[src/rtl/dct_ii_8_point_top_macros.svh]
`ifndef DCT_II_8_POINT_TOP_MACROS_SVH
`define DCT_II_8_POINT_TOP_MACROS_SVH

// check cons in the cycle after ante
`define DCT8_ASSERT_NEXT(label, clk, rst_n, ante, cons, msg) \
    label: assert property (@(posedge clk) disable iff (!rst_n) (ante) |=> (cons)) \
        else $error(msg);

// check cons in the same cycle as ante
`define DCT8_ASSERT_NOW(label, clk, rst_n, ante, cons, msg) \
    label: assert property (@(posedge clk) disable iff (!rst_n) (ante) |-> (cons)) \
        else $error(msg);

`endif

[src/rtl/dct8_pkg.sv]
`timescale 1ns / 1ps
package dct8_pkg;

    localparam int SAMPLE_WIDTH   = 12;
    localparam int COEF_FRAC_BITS = 14;
    localparam int NPTS           = 8;
    localparam int HALF_PTS       = 4;
    localparam int COEF_W         = 15;
    localparam int OUT_MAX        = 16383;
    localparam int OUT_MIN        = -16384;
    localparam int DC_ANGLE       = 4;

    typedef logic signed [COEF_W-1:0] t_coef;

    // cos(m*pi/16) in Q1.31, m = 0..8
    localparam logic [31:0] COS_Q31 [9] = '{
        32'h80000000, 32'h7D8A5F40, 32'h7641AF3D, 32'h6A6D98A4, 32'h5A82799A,
        32'h471CECE7, 32'h30FBC54D, 32'h18F8B83C, 32'h00000000
    };

    // signed Q1.frac value of cos(m*pi/16), rounded to nearest
    function automatic int coef_of(input int m, input int frac);
        int          mm;
        logic        neg;
        logic [32:0] t;
        int          v;
        begin
            mm  = m & 31;
            neg = 1'b0;
            if (mm > 16) begin
                mm = 32 - mm;
            end
            if (mm > 8) begin
                mm  = 16 - mm;
                neg = 1'b1;
            end
            t = {1'b0, COS_Q31[mm[3:0]]} + (33'd1 << (30 - frac));
            t = t >> (31 - frac);
            v = int'(t[31:0]);
            return neg ? -v : v;
        end
    endfunction

endpackage

[src/rtl/dct8_bfly.sv]
`timescale 1ns / 1ps
module dct8_bfly #(
    parameter int SAMPLE_WIDTH = dct8_pkg::SAMPLE_WIDTH
) (
    input  logic                           i_clk,
    input  logic                           i_rst_n,
    input  logic                           i_valid,
    output logic                           o_ready,
    input  logic signed [SAMPLE_WIDTH-1:0] i_sample [dct8_pkg::NPTS],
    output logic                           o_valid,
    input  logic                           i_ready,
    output logic signed [SAMPLE_WIDTH:0]   o_sum    [dct8_pkg::HALF_PTS],
    output logic signed [SAMPLE_WIDTH:0]   o_diff   [dct8_pkg::HALF_PTS]
);

    logic                         r_valid;
    logic signed [SAMPLE_WIDTH:0] r_sum  [dct8_pkg::HALF_PTS];
    logic signed [SAMPLE_WIDTH:0] r_diff [dct8_pkg::HALF_PTS];

    assign o_ready = !r_valid || i_ready;
    assign o_valid = r_valid;
    assign o_sum   = r_sum;
    assign o_diff  = r_diff;

    always_ff @(posedge i_clk) begin
        if (!i_rst_n) begin
            r_valid <= 1'b0;
        end else if (o_ready) begin
            r_valid <= i_valid;
        end
    end

    always_ff @(posedge i_clk) begin
        if (o_ready && i_valid) begin
            for (int n = 0; n < dct8_pkg::HALF_PTS; n++) begin
                r_sum[n]  <= (SAMPLE_WIDTH+1)'(i_sample[n])
                           + (SAMPLE_WIDTH+1)'(i_sample[dct8_pkg::NPTS-1-n]);
                r_diff[n] <= (SAMPLE_WIDTH+1)'(i_sample[n])
                           - (SAMPLE_WIDTH+1)'(i_sample[dct8_pkg::NPTS-1-n]);
            end
        end
    end

endmodule

[config.mk]
export PLATFORM = sky130hd
export DESIGN_NAME = dct8_bfly
export DESIGN_NICKNAME = d
export VERILOG_FILES = /design/src/rtl/dct_ii_8_point_top_macros.svh /design/src/rtl/dct8_pkg.sv /design/src/rtl/dct8_bfly.sv
export SDC_FILE = /design/constraint.sdc
export NUM_CORES = 1
export LEC_CHECK = 0
export BUFFER_PORTS_ARGS = -buffer_cell sky130_fd_sc_hd__buf_4
export CAP_MARGIN = 20
export CORE_ASPECT_RATIO = 1.75
export CORE_MARGIN = 3
export CORE_UTILIZATION = 54
export CTS_BUF_LIST = sky130_fd_sc_hd__clkbuf_8
export CTS_CLUSTER_SIZE = 8
export DETAILED_ROUTE_END_ITERATION = 8
export PLACE_DENSITY_LB_ADDON = 0.05
export RECOVER_POWER = 25
export SYNTH_ARGS = -nofsm -noshare
export SYNTH_HDL_FRONTEND = slang
export SYNTH_SLANG_ARGS = --single-unit
[constraint.sdc]
create_clock -name i_clk -period 3.97 [get_ports i_clk]
set_input_delay 0.794 -clock i_clk [delete_from_list [all_inputs] [get_ports i_clk]]
set_output_delay 0.794 -clock i_clk [all_outputs]
set_load 0.02 [all_outputs]
==> results.json <==
{
  "ys_seq_area_frac": 0.362,
  "ys.flop_type": "edfxtp_1",
  "reg2reg_depth": 3,
  "r2r_slack_ps": 1390,
  "power.internal_mw": 2.19,
  "end_kind": "flip-flop",
  "clkTransAtPathRegs_ps": 100,
  "drive_gt1_frac": 0.218,
  "power_density_nw_per_um2": 333,
  "nets": 1236,
  "cts.sink_count": 101,
  "syn_inst": 860,
  "combPwrFrac": 0.383,
  "ant_nets": 0,
  "swShare": 0.343,
  "holdPathEnd": "o_valid",
  "setup_viol": 0,
  "area_delta_synth_final_pct": 19.9,
  "grt_pass1_vias": 6711,
  "synth_top_cell_area_share": 0.360,
  "ctsHoldBuffers": 0,
  "hpwl_um": 16000,
  "drcViolationCount": 0,
  "critPathTopFamily": "simple AND/OR/NAND/NOR gates",
  "min_from": "o_valid",
  "io_pins": 206,
  "cp-start-kind": "input pin",
  "synth.avg_cell_area_um2": 9.70,
  "wl_per_cell_um": 16.2,
  "maxCapViolCount": 1,
  "numCtsBuffers": 9,
  "postCtsSetupBuffers": 0,
  "ir_drop_mv": 0.181,
  "outcome": "finished with violations",
  "path_buf_inv": 2,
  "wl_um": 19800,
  "ys_seq_elements": 101,
  "cts_buffer_depth": 2,
  "grt_max_degree": 63,
  "synth_top_area_cell": "edfxtp_1",
  "fmax_ghz": 0.357,
  "cts_tree": "built",
  "hold_viol_final": 0,
  "yosys-top-cells-area": "edfxtp_1 (36%), ha_1 (14%), xnor2_1 (5.0%)",
  "switchingPower_mw": 1.14,
  "synth_area_um2": 8340,
  "grt_pass1_wl_um": 31100,
  "gp_congestion": 0.863,
  "track_usage": 0.228,
  "tns_ps": 0,
  "core_um2": 15000,
  "tightestPinTransition_ps": 1850,
  "antenna_cells": 0,
  "critical_path_required_ps": 4000,
  "antenna_found_initial": 0,
  "max_slew_margin": -0.230,
  "via_per_inst": 5.59,
  "clk_latency_ps": 360,
  "min_period_ps": 2810,
  "post-route-period-util": 0.707,
  "dieArea_um2": 17000,
  "firstDrtPassIters": 5,
  "cpPeakStageDelay_ps": 1370,
  "ys_types": 74,
  "fin_hold_ws_ps": 543,
  "synth_edf_count": 100,
  "post_cts_resized": 0,
  "r2r-end": "o_sum[36]",
  "crit_chain": "clkbuf_4, nand2b_1, and2_1, buf_12",
  "worstPathMaxFanout": 62,
  "cts_htree_levels": 3,
  "die_x_um": 100,
  "rows": 59,
  "seqPwrFrac": 0.420,
  "synth_warnings": 0,
  "totalPowerFinal_mw": 3.34,
  "rsz0062_at_grt": "no",
  "slew_viol_final": 39,
  "slowest_stage": "and2_1",
  "grt-ovfl-total": 0,
  "cts_root_buffer": "clkbuf_8",
  "vias": 6810,
  "whs_path_depth": 2,
  "syn_nets": 1064,
  "clock_skew_ps": 11.7,
  "r2r_start": "o_valid",
  "critical_path_class": "in2reg",
  "clockPowerShare": 0.197,
  "start_util": 0.557,
  "async_reset_ff_frac": 0,
  "min-delay-path-class": "reg2reg",
  "worstPathArrival_ps": 2840,
  "violations": "max-capacitance violations, max-slew violations",
  "cellLeakagePower_nw": 4.41,
  "die_h_um": 170,
  "drt_iter0_markers": 207,
  "io_buffers": 205
}
-- state kept, by name, indices dropped and copies added, names as in the netlist --
| signal | count |
|---|---|
| o_valid | 1 |
| o_sum | 48 |
| o_diff | 52 |
-- cells in the mapped netlist (11+ instances only) --
cell type	number
a21oi_1	23
a31oi_1	11
and3_1	12
buf_2	13
clkbuf_1	14
edfxtp_1	100
ha_1	96
inv_1	95
nand2_1	40
nand2b_1	18
nand3_1	12
nor2_1	76
nor2b_1	31
nor3_1	29
nor4_1	14
o211ai_1	12
o21a_1	12
o21ai_0	25
xnor2_1	48
-- layer usage --
| layer | global-route usage | wire [um] | share of wire |
|---|---|---|---|
| met1 | 0.226 | 6900 | 0.35 |
| met2 | 0.448 | 11200 | 0.56 |
| met3 | 0.0361 | 1020 | 0.052 |
| met4 | 0.105 | 702 | 0.035 |
| met5 | 0 | 0 | 0 |
-- cell type report --
class / count / area [um2]
flip-flops and latches: 101 / 3020
multi-input cells: 617 / 4710
fillers: 1286 / 4980
well taps: 183 / 229
clock inverters: 6 / 62.6
inverters: 97 / 364
clock buffers: 9 / 124
repair buffers: 206 / 1490
-- cell families (layout without fill, tap and decap cells) --
logic type	after synthesis	after routing	synth area share
multiplexers	8	8	0.00960
flip-flops	101	101	0.362
AND/OR/NAND/NOR	266	266	0.166
XOR/XNOR	57	57	0.0598
adder cells (fa/ha/maj)	104	104	0.163
AO/OA/AOI/OAI	182	182	0.166
buffers and inverters	142	318	0.0727
-- power by group through the flow --
stage	Sequential, mW	Clock [mW]	Combinational [mW]
3_3_place_gp	1.42	0	1.28
6_report	1.40	0.657	1.28
3_5_place_dp	1.43	0	1.30
5_1_grt	1.41	0.716	1.40
2_1_floorplan	1.59	0	0.686
4_1_cts	1.40	0.680	1.30
-- metrics by stage --
step	util	cell area, um2	setup slack [ps]	instances
6_report	0.668	10000	1160	1219
2_1_floorplan	-	8340	97.3	860
4_1_cts	0.672	10100	1370	1219
5_1_grt	0.668	10000	955	1219
3_3_place_gp	0.660	9890	995	1204
3_5_place_dp	0.660	9890	964	1204
-- how the worst max path moves through the flow --
stage / startpoint / to / cells past startpoint
after floorplan: i_ready / o_diff[0] / 2
after global placement: i_sample[0] / o_sum[49] / 8
after detailed placement: i_sample[0] / o_sum[49] / 8
after CTS: i_sample[0] / o_sum[49] / 8
after global routing: i_ready / o_diff[5] / 4
final: i_ready / o_sum[36] / 4
-- cell usage in the layout (no fill, tap or decap), drive strengths merged, types with 3 or more instances in the layout --
| cell type | n |
|---|---|
| buf | 182 |
| edfxtp | 100 |
| inv | 98 |
| ha | 96 |
| nor2 | 77 |
| xnor2 | 48 |
| nand2 | 40 |
| nor2b | 36 |
| o21ai | 35 |
| clkbuf | 33 |
| nor3 | 29 |
| a21oi | 23 |
| nand2b | 18 |
| nor4 | 14 |
| a31oi | 14 |
| nand3 | 12 |
| o211ai | 12 |
| and3 | 12 |
| o21a | 12 |
| o2111ai | 11 |
| xor2 | 9 |
| a21o | 8 |
| mux2i | 8 |
| fa | 8 |
| a211o | 7 |
| o21bai | 6 |
| a211oi | 6 |
| or4 | 6 |
| o311ai | 6 |
| a2111oi | 6 |
| a311o | 5 |
| a32oi | 4 |
| or3 | 4 |
| and2 | 4 |
| nand4 | 3 |
| o211a | 3 |
| a32o | 3 |
| o31ai | 3 |
-- worst reg2reg max path, cell delays in order, from the launching register on --
cell and delay, ps:
dfxtp_1 320, nand2b_1 100, and2_1 1370, buf_12 410
No activity file was read; power rests on OpenSTA's default activity.
