## src/rtl/dct_ii_8_point_top_macros.svh

```systemverilog
`ifndef DCT_II_8_POINT_TOP_MACROS_SVH
`define DCT_II_8_POINT_TOP_MACROS_SVH

// check cons in the cycle after ante
`define DCT8_ASSERT_NEXT(label, clk, rst_n, ante, cons, msg) \
    label: assert property (@(posedge clk) disable iff (!rst_n) (ante) |=> (cons)) \
        else $error(msg);

// check cons in the same cycle as ante
`define DCT8_ASSERT_NOW(label, clk, rst_n, ante, cons, msg) \
    label: assert property (@(posedge clk) disable iff (!rst_n) (ante) |-> (cons)) \
        else $error(msg);

`endif

```

## src/rtl/dct8_pkg.sv

```systemverilog
`timescale 1ns / 1ps
package dct8_pkg;

    localparam int SAMPLE_WIDTH   = 12;
    localparam int COEF_FRAC_BITS = 14;
    localparam int NPTS           = 8;
    localparam int HALF_PTS       = 4;
    localparam int COEF_W         = 15;
    localparam int OUT_MAX        = 16383;
    localparam int OUT_MIN        = -16384;
    localparam int DC_ANGLE       = 4;

    typedef logic signed [COEF_W-1:0] t_coef;

    // cos(m*pi/16) in Q1.31, m = 0..8
    localparam logic [31:0] COS_Q31 [9] = '{
        32'h80000000, 32'h7D8A5F40, 32'h7641AF3D, 32'h6A6D98A4, 32'h5A82799A,
        32'h471CECE7, 32'h30FBC54D, 32'h18F8B83C, 32'h00000000
    };

    // signed Q1.frac value of cos(m*pi/16), rounded to nearest
    function automatic int coef_of(input int m, input int frac);
        int          mm;
        logic        neg;
        logic [32:0] t;
        int          v;
        begin
            mm  = m & 31;
            neg = 1'b0;
            if (mm > 16) begin
                mm = 32 - mm;
            end
            if (mm > 8) begin
                mm  = 16 - mm;
                neg = 1'b1;
            end
            t = {1'b0, COS_Q31[mm[3:0]]} + (33'd1 << (30 - frac));
            t = t >> (31 - frac);
            v = int'(t[31:0]);
            return neg ? -v : v;
        end
    endfunction

endpackage

```

## src/rtl/dct8_rnd.sv

```systemverilog
`timescale 1ns / 1ps
module dct8_rnd #(
    parameter int SAMPLE_WIDTH   = dct8_pkg::SAMPLE_WIDTH,
    parameter int COEF_FRAC_BITS = dct8_pkg::COEF_FRAC_BITS,
    localparam int AW            = SAMPLE_WIDTH + COEF_FRAC_BITS + 5
) (
    input  logic                 i_clk,
    input  logic                 i_rst_n,
    input  logic                 i_valid,
    output logic                 o_ready,
    input  logic signed [AW-1:0] i_acc  [dct8_pkg::NPTS],
    output logic                 o_valid,
    input  logic                 i_ready,
    output dct8_pkg::t_coef      o_coef [dct8_pkg::NPTS]
);

    localparam int RW = AW + 1;
    localparam logic signed [RW-1:0] RND  = RW'(1 << (COEF_FRAC_BITS - 1));
    localparam logic signed [RW-1:0] MAXV = RW'(dct8_pkg::OUT_MAX);
    localparam logic signed [RW-1:0] MINV = RW'(dct8_pkg::OUT_MIN);

    logic                 r_valid;
    logic signed [RW-1:0] n_q    [dct8_pkg::NPTS];
    dct8_pkg::t_coef      n_coef [dct8_pkg::NPTS];
    dct8_pkg::t_coef      r_coef [dct8_pkg::NPTS];

    assign o_ready = !r_valid || i_ready;
    assign o_valid = r_valid;
    assign o_coef  = r_coef;

    always_comb begin
        for (int k = 0; k < dct8_pkg::NPTS; k++) begin
            n_q[k] = (RW'(i_acc[k]) + RND) >>> COEF_FRAC_BITS;
            if (n_q[k] > MAXV) begin
                n_coef[k] = MAXV[dct8_pkg::COEF_W-1:0];
            end else if (n_q[k] < MINV) begin
                n_coef[k] = MINV[dct8_pkg::COEF_W-1:0];
            end else begin
                n_coef[k] = n_q[k][dct8_pkg::COEF_W-1:0];
            end
        end
    end

    always_ff @(posedge i_clk) begin
        if (!i_rst_n) begin
            r_valid <= 1'b0;
        end else if (o_ready) begin
            r_valid <= i_valid;
        end
    end

    always_ff @(posedge i_clk) begin
        if (o_ready && i_valid) begin
            r_coef <= n_coef;
        end
    end

endmodule

```

## config.mk

```make
export PLATFORM = sky130hd
export DESIGN_NAME = dct8_rnd
export DESIGN_NICKNAME = d
export VERILOG_FILES = /design/src/rtl/dct_ii_8_point_top_macros.svh /design/src/rtl/dct8_pkg.sv /design/src/rtl/dct8_rnd.sv
export SDC_FILE = /design/constraint.sdc
export NUM_CORES = 1
export LEC_CHECK = 0
export ABC_AREA = 1
export BUFFER_PORTS_ARGS = -buffer_cell sky130_fd_sc_hd__buf_4
export CAP_MARGIN = 20
export CORE_AREA = 4 4 145 147
export DETAILED_ROUTE_END_ITERATION = 8
export DIE_AREA = 0 0 149 151
export GPL_TIMING_DRIVEN = 1
export MAX_ROUTING_LAYER = met4
export PLACE_DENSITY = 0.73
export SKIP_CTS_REPAIR_TIMING = 1
export SLEW_MARGIN = 40
export SYNTH_ARGS = -nofsm -noshare
export SYNTH_HDL_FRONTEND = slang
export SYNTH_SLANG_ARGS = --single-unit
```

## constraint.sdc

```tcl
create_clock -name i_clk -period 9.2 [get_ports i_clk]
set_input_delay 1.84 -clock i_clk [delete_from_list [all_inputs] [get_ports i_clk]]
set_output_delay 1.84 -clock i_clk [all_outputs]
set_load 0.005 [all_outputs]
```

==> impl_results.md, run 1 <==
* Final Util at 0.5549
* Vias in the first global route at 7032
* Clock Latency Late Sink at approximately 0.4 ns
* Critical Path RT at 7.36 ns
* Worst-Margin Slew at between 0.6 and 0.7 ns
* Setup TNS at 0 ns
* Root Driver: clkbuf_16
* # IOs at 374
* IO Port Bufs at ~270
* HP Class: reg -> reg
* Highest routed layer: met4
* Syn_nets at ~1.3k
* Adder-cell share of the synthesized area at 0.01214
* Power per cell area at between 100 and 150 nW/µm²
* Clock Skew at approximately 0.0064 ns
* Synth cell types at 33
* GPL Wtd Cong at between 0.9 and 1
* N_diodes at 0
* Final nets at around 1.6k
* Drc violations at 0
* Static Leak at ~5.1 nW
* CTS Buffer Depth at 2
* Final hold vios at 0
* F_max at ~240 MHz
* Worst setup EP type: output port
* Commonest non-fill, non-tap cell in the layout: nand2_1
* Core area at about 20000 µm²
* Drt initial violations at 324
* Clk slew on worst S/H paths at about 0.06 ns
* Share of cells above drive strength 1 at 0.2747
* Avg Inst Size Synth at 7.718 µm²
* Critical Path Start Type: input pin
* Total congestion overflow at 0
* Antenna violations before repair at 0
* Tot Pwr at 1.603 mW
* RSZ-0062 raised after global routing: false
* Remaining antenna violation count at 0
* Max-cap violations at 0
* Clock Sinks at 121
* Initial DRT Pass Iterations at 5
* Worst r2r src: o_valid
* DRT Wirelength at 21610 µm
* Mapped Area at between 8000 and 9000 µm²
* Final hold slack at about 0.67 ns
* First-pass GRT wire length at 34020 µm
* Final Max Tran Viols at 0
* Num rows at 52
* Tmin final at about 4.2 ns
* Crit path max fanout at 2
* Syn-to-layout area delta at 34.02%
* CTS tree: done
* Complex-gate fraction of the synthesized area at 0.02474
* Via density at 4.562
* H-tree depth at 4
* Post-Syn Instances at 1068
* Die Y-Extent at around 150 µm
* Yosys reg bits at about 120
* Peak VDD IR at 0.0001144 V
* Overall Global Routing Usage at 0.1946
* Worst setup path category: in -> out
* Final number of setup-violating endpoints at 0
* Initial Util at 0.4140
* Largest family of logic cells by synthesized area: simple AND/OR/NAND/NOR gates
* Post-Synth XOR/XNOR Area at 0.1063
* Vias post-DR at approximately 7.4k
* Seq/Total Area, Yosys at 0.4396
* Critical Path AT at approximately 2.4 ns
* Commonest cells after routing, fill and taps aside: nand2_1, buf_4, edfxtp_1
* Die width at around 150 µm
* Crit. Startpoint: i_ready
* Dpl hpwl at between 15000 and 20000 µm
* Most used cell, CP: buf_4
* Die Area at between 20000 and 25000 µm²
* CP cell instances: buf_4, inv_1, nand2_1, buf_4
* Largest net degree at the start of global routing at 70
* Critical-path top delay cell: buf_4
* Wire per inst at about 13 µm
* Simple-gate share of the synthesized area at 0.3434
* Met1 WL at 9225 µm
* Status: completed
* Met2 WL at between 9000 and 10000 µm
* Period utilization at 0.4567
* Max_slew headroom at 0.5417
* Hold_sp: o_valid
* Mux cell area share after synthesis at 0
* Crit path largest cell delay at about 0.17 ns
* Met3 routed WL at between 2000 and 2500 µm
* Yosys warns at 0
* TritonCTS buffer count at 17
synth_stat cells:
cell        n  area (µm²)
nor2_1    116       435.4
o21ai_0     8       40.04
xor2_1     52       455.4
o22ai_1     1       6.260
nand4_1     7       43.79
buf_12      1       20.02
o21ai_2     1       8.760
nand2_2    30       187.7
nand2_4     1       11.26
a31oi_1     1       6.260
ha_1        8       100.1
a21boi_0    1       7.510
edfxtp_1  120        3603
o31ai_1     2       15.01
nand3_2     2       20.02
nor2_2     17       106.4
nand3b_1    2       15.01
o21bai_4    3       56.30
clkinv_1    1       3.750
xnor2_1    48       420.4
inv_2       4       15.01
nor3_1      5       25.02
nand3_1    41       205.2
buf_6       6       67.56
a21oi_1     3       15.01
nor2_4     10       112.6
inv_1     116       435.4
a31o_2      1       8.760
buf_4       9       67.56
nand2_1   441        1655
o21ai_1     8       40.04
nand4_2     1       12.51
dfxtp_1     1       20.02
power by group:
| group | switching (mW) | leakage, nW | internal [mW] | total (mW) |
|---|---|---|---|---|
| combinational | 0.154 | 3.67 | 0.134 | 0.288 |
| clock | 0.250 | 0.278 | 0.399 | 0.648 |
| sequential | 0.0114 | 1.14 | 0.656 | 0.667 |
| total | 0.415 | 5.09 | 1.19 | 1.60 |
routing by layer:
metal,track usage,up-vias
li1,-,3879
met1,0.2386,3273
met2,0.3041,239
met3,0.07032,17
met4,0.05721,0
met5,-,-
logic make-up (layout without fill, tap and decap cells):
logic type	count (synthesis)	in the layout
AND/OR/NAND/NOR	673	673
buffers and inverters	137	423
flip-flops	121	121
XOR/XNOR	100	100
AO/OA/AOI/OAI	29	29
adder cells (fa/ha/maj)	8	8
worst max-delay path: cells and delay by family:
kind	cells	cell delay [ns]
buf+inv	3	0.38
simple gates	1	0.14
area by class of cell:
type / count / area [µm²]
well taps: 270 / 337.8
flip-flops and latches: 121 / 3623
fillers: 1886 / 8862
multi-input cells: 810 / 4021
repair buffers: 271 / 2038
clock inverters: 14 / 146.4
clock buffers: 17 / 425.4
inverters: 121 / 454.2
worst paths after layout:
check | to | cells after the start | slack [ns]
setup / recovery | o_ready | 4 | 5.00
hold / removal | o_valid | 2 | 0.67
setup reg to reg | o_coef[46] | 3 | 7.13
hold reg to reg | o_valid | 2 | 0.67
sequential cells by signal, summed over array words and instances, names as in the netlist:
| signal | cells |
|---|---|
| o_coef | 120 |
| o_valid | 1 |
per-stage QoR:
step,cell area [µm²],cells,worst slack (ns)
detailed placement,10470,1593,5.008
CTS,11040,1624,5.007
global route,11050,1624,4.984
global placement,10470,1593,5.011
finish,11050,1624,4.999
floorplan,8243,1068,0.9029
Note: power is estimated with default switching activity, not from simulation.
==> inputs of run 2 (changes only) <==
clock period = 4.2 ns   (was 9.2 ns; I/O delays follow)
==> impl_results.md, run 2 (synthesis gave the netlist of run 1 again) <==
* Status: completed
* Most used cell, CP: nand2_1
* CP cell instances: buf_4, ha_1, inv_2, nor2_4, nand2_2, o21ai_1, nand2_1, nor2_1, nand3_1, nand2_1, nand2_1
* Die width at about 150 µm
* Crit-path leading delay family: simple AND/OR/NAND/NOR gates
* Setup slack after layout at roughly 1.9 ns
* Power per cell area at roughly 320 nW/µm²
* Static Leak at 5.095 nW
* Initial Util at 0.4140
* Max_slew headroom at 0.5873
* Setup WS pre-CTS at about 1.5 ns
* RSZ-0062 raised after global routing: false
* GPL Wtd Cong at a little over 0.9
* Clock Sinks at approximately 120
* Final hold slack at ~0.57 ns
* Clk slew on worst S/H paths at approximately 0.060 ns
* Num rows at between 50 and 60
* Drt initial violations at between 200 and 250
* Wire per inst at approximately 13 µm
* CTS tree: done
* H-tree depth at 4
* Largest net degree at the start of global routing at between 100 and 150
* F_max at roughly 430 MHz
* Setup TNS at 0 ns
* Vias in the first global route at just under 7k
* Final Util at 0.5557
* Via density at roughly 4.5
* Critical Path RT at about 4.3 ns
* Worst setup path category: in -> reg
* Total congestion overflow at 0
* Commonest non-fill, non-tap cell in the layout: nand2_1
* Syn-to-layout area delta at 34.21%
* CTS Buffer Depth at 2
* Worst setup EP type: flip-flop
* DRT Wirelength at between 20000 and 25000 µm
* Post-Place Cell Area at roughly 10000 µm²
* TritonCTS buffer count at 17
* Crit path largest cell delay at between 0.3 and 0.4 ns
* HP Class: reg -> reg
* Finished Layout Cells at ~1.6k
* Critical Path AT at roughly 2.4 ns
* Drc violations at 0
* Dpl hpwl at ~17000 µm
* Crit path max fanout at 14
* Final hold vios at 0
* Final number of setup-violating endpoints at 0
* Buf/Inv on CP at 2
* N_diodes at 0
* Cells after DPL at between 1.5k and 2k
* Share of cells above drive strength 1 at 0.2755
* IO Port Bufs at between 200 and 300
* Core area at 19910 µm²
* Critical Path Start Type: input pin
* Clock Skew at around 0.0073 ns
* Design area at around 11000 µm²
* Largest register FFs at 120
* Remaining antenna violation count at 0
* Root Driver: clkbuf_16
* First-pass GRT wire length at approximately 33000 µm
* Worst-Margin Slew at 0.6191 ns
* Vias post-DR at about 7.4k
* Die Area at about 22000 µm²
* Period utilization at 0.5538
* Final Max Tran Viols at 0
* # IOs at between 300 and 400
* Antenna violations before repair at 0
* Final nets at approximately 1.6k
* Initial DRT Pass Iterations at 5
* Die Y-Extent at approximately 150 µm
* Tot Pwr at approximately 3.5 mW
* Tmin final at between 2 and 2.5 ns
* Clock Latency Late Sink at ~0.40 ns
* Overall Global Routing Usage at 0.1909
* Commonest cells after routing, fill and taps aside: nand2_1, buf_4, edfxtp_1
* Peak VDD IR at around 0.00026 V
* Critical-path top delay cell: nand2_1
* Max-cap violations at 0
-- run 2: changes by cell type in the layout (fill, tap and decap cells not counted), sizes merged --
cell    change
clkbuf      +1
inv         -1
clkinv      +1
buf         -1
-- run 2: power breakdown --
group	leakage [nW]	switching (mW)	internal, mW
clock	0.287	0.550	0.893
sequential	1.14	0.0245	1.44
combinational	3.67	0.333	0.293
total	5.09	0.907	2.62
-- run 2: worst reg2reg max path: stages (launching register included) --
cell     delay [ns]
dfxtp_1        0.34
a21oi_4        0.18
buf_12         0.50
-- run 2: final timing paths --
| kind | from | to | slack (ns) | depth (start not counted) |
|---|---|---|---|---|
| worst max-delay path | i_acc[75] | o_coef[38] | 1.87 | 11 |
| worst min-delay path | o_valid | o_valid | 0.57 | 2 |
| worst max register to register | o_valid | o_coef[96] | 2.75 | 2 |
| worst min register to register | o_valid | o_valid | 0.57 | 2 |
-- run 2: layout make-up --
type                       instances  area [µm²]
clock buffer                      18       439.2
clock inverter                    14       147.6
fill                            1923        8846
inverter                         121       454.2
multi-input combinational        810        4021
sequential                       121        3623
tap                              270       337.8
timing repair buffer             270        2039
-- run 2: layer usage --
metal  vias to the layer above  wire, µm  global-route usage
li1                       3881         -                   -
met1                      3232      8922              0.2316
met2                       238      9801              0.3082
met3                        25      1975             0.05775
met4                         0       437             0.05950
met5                         -         0                   -
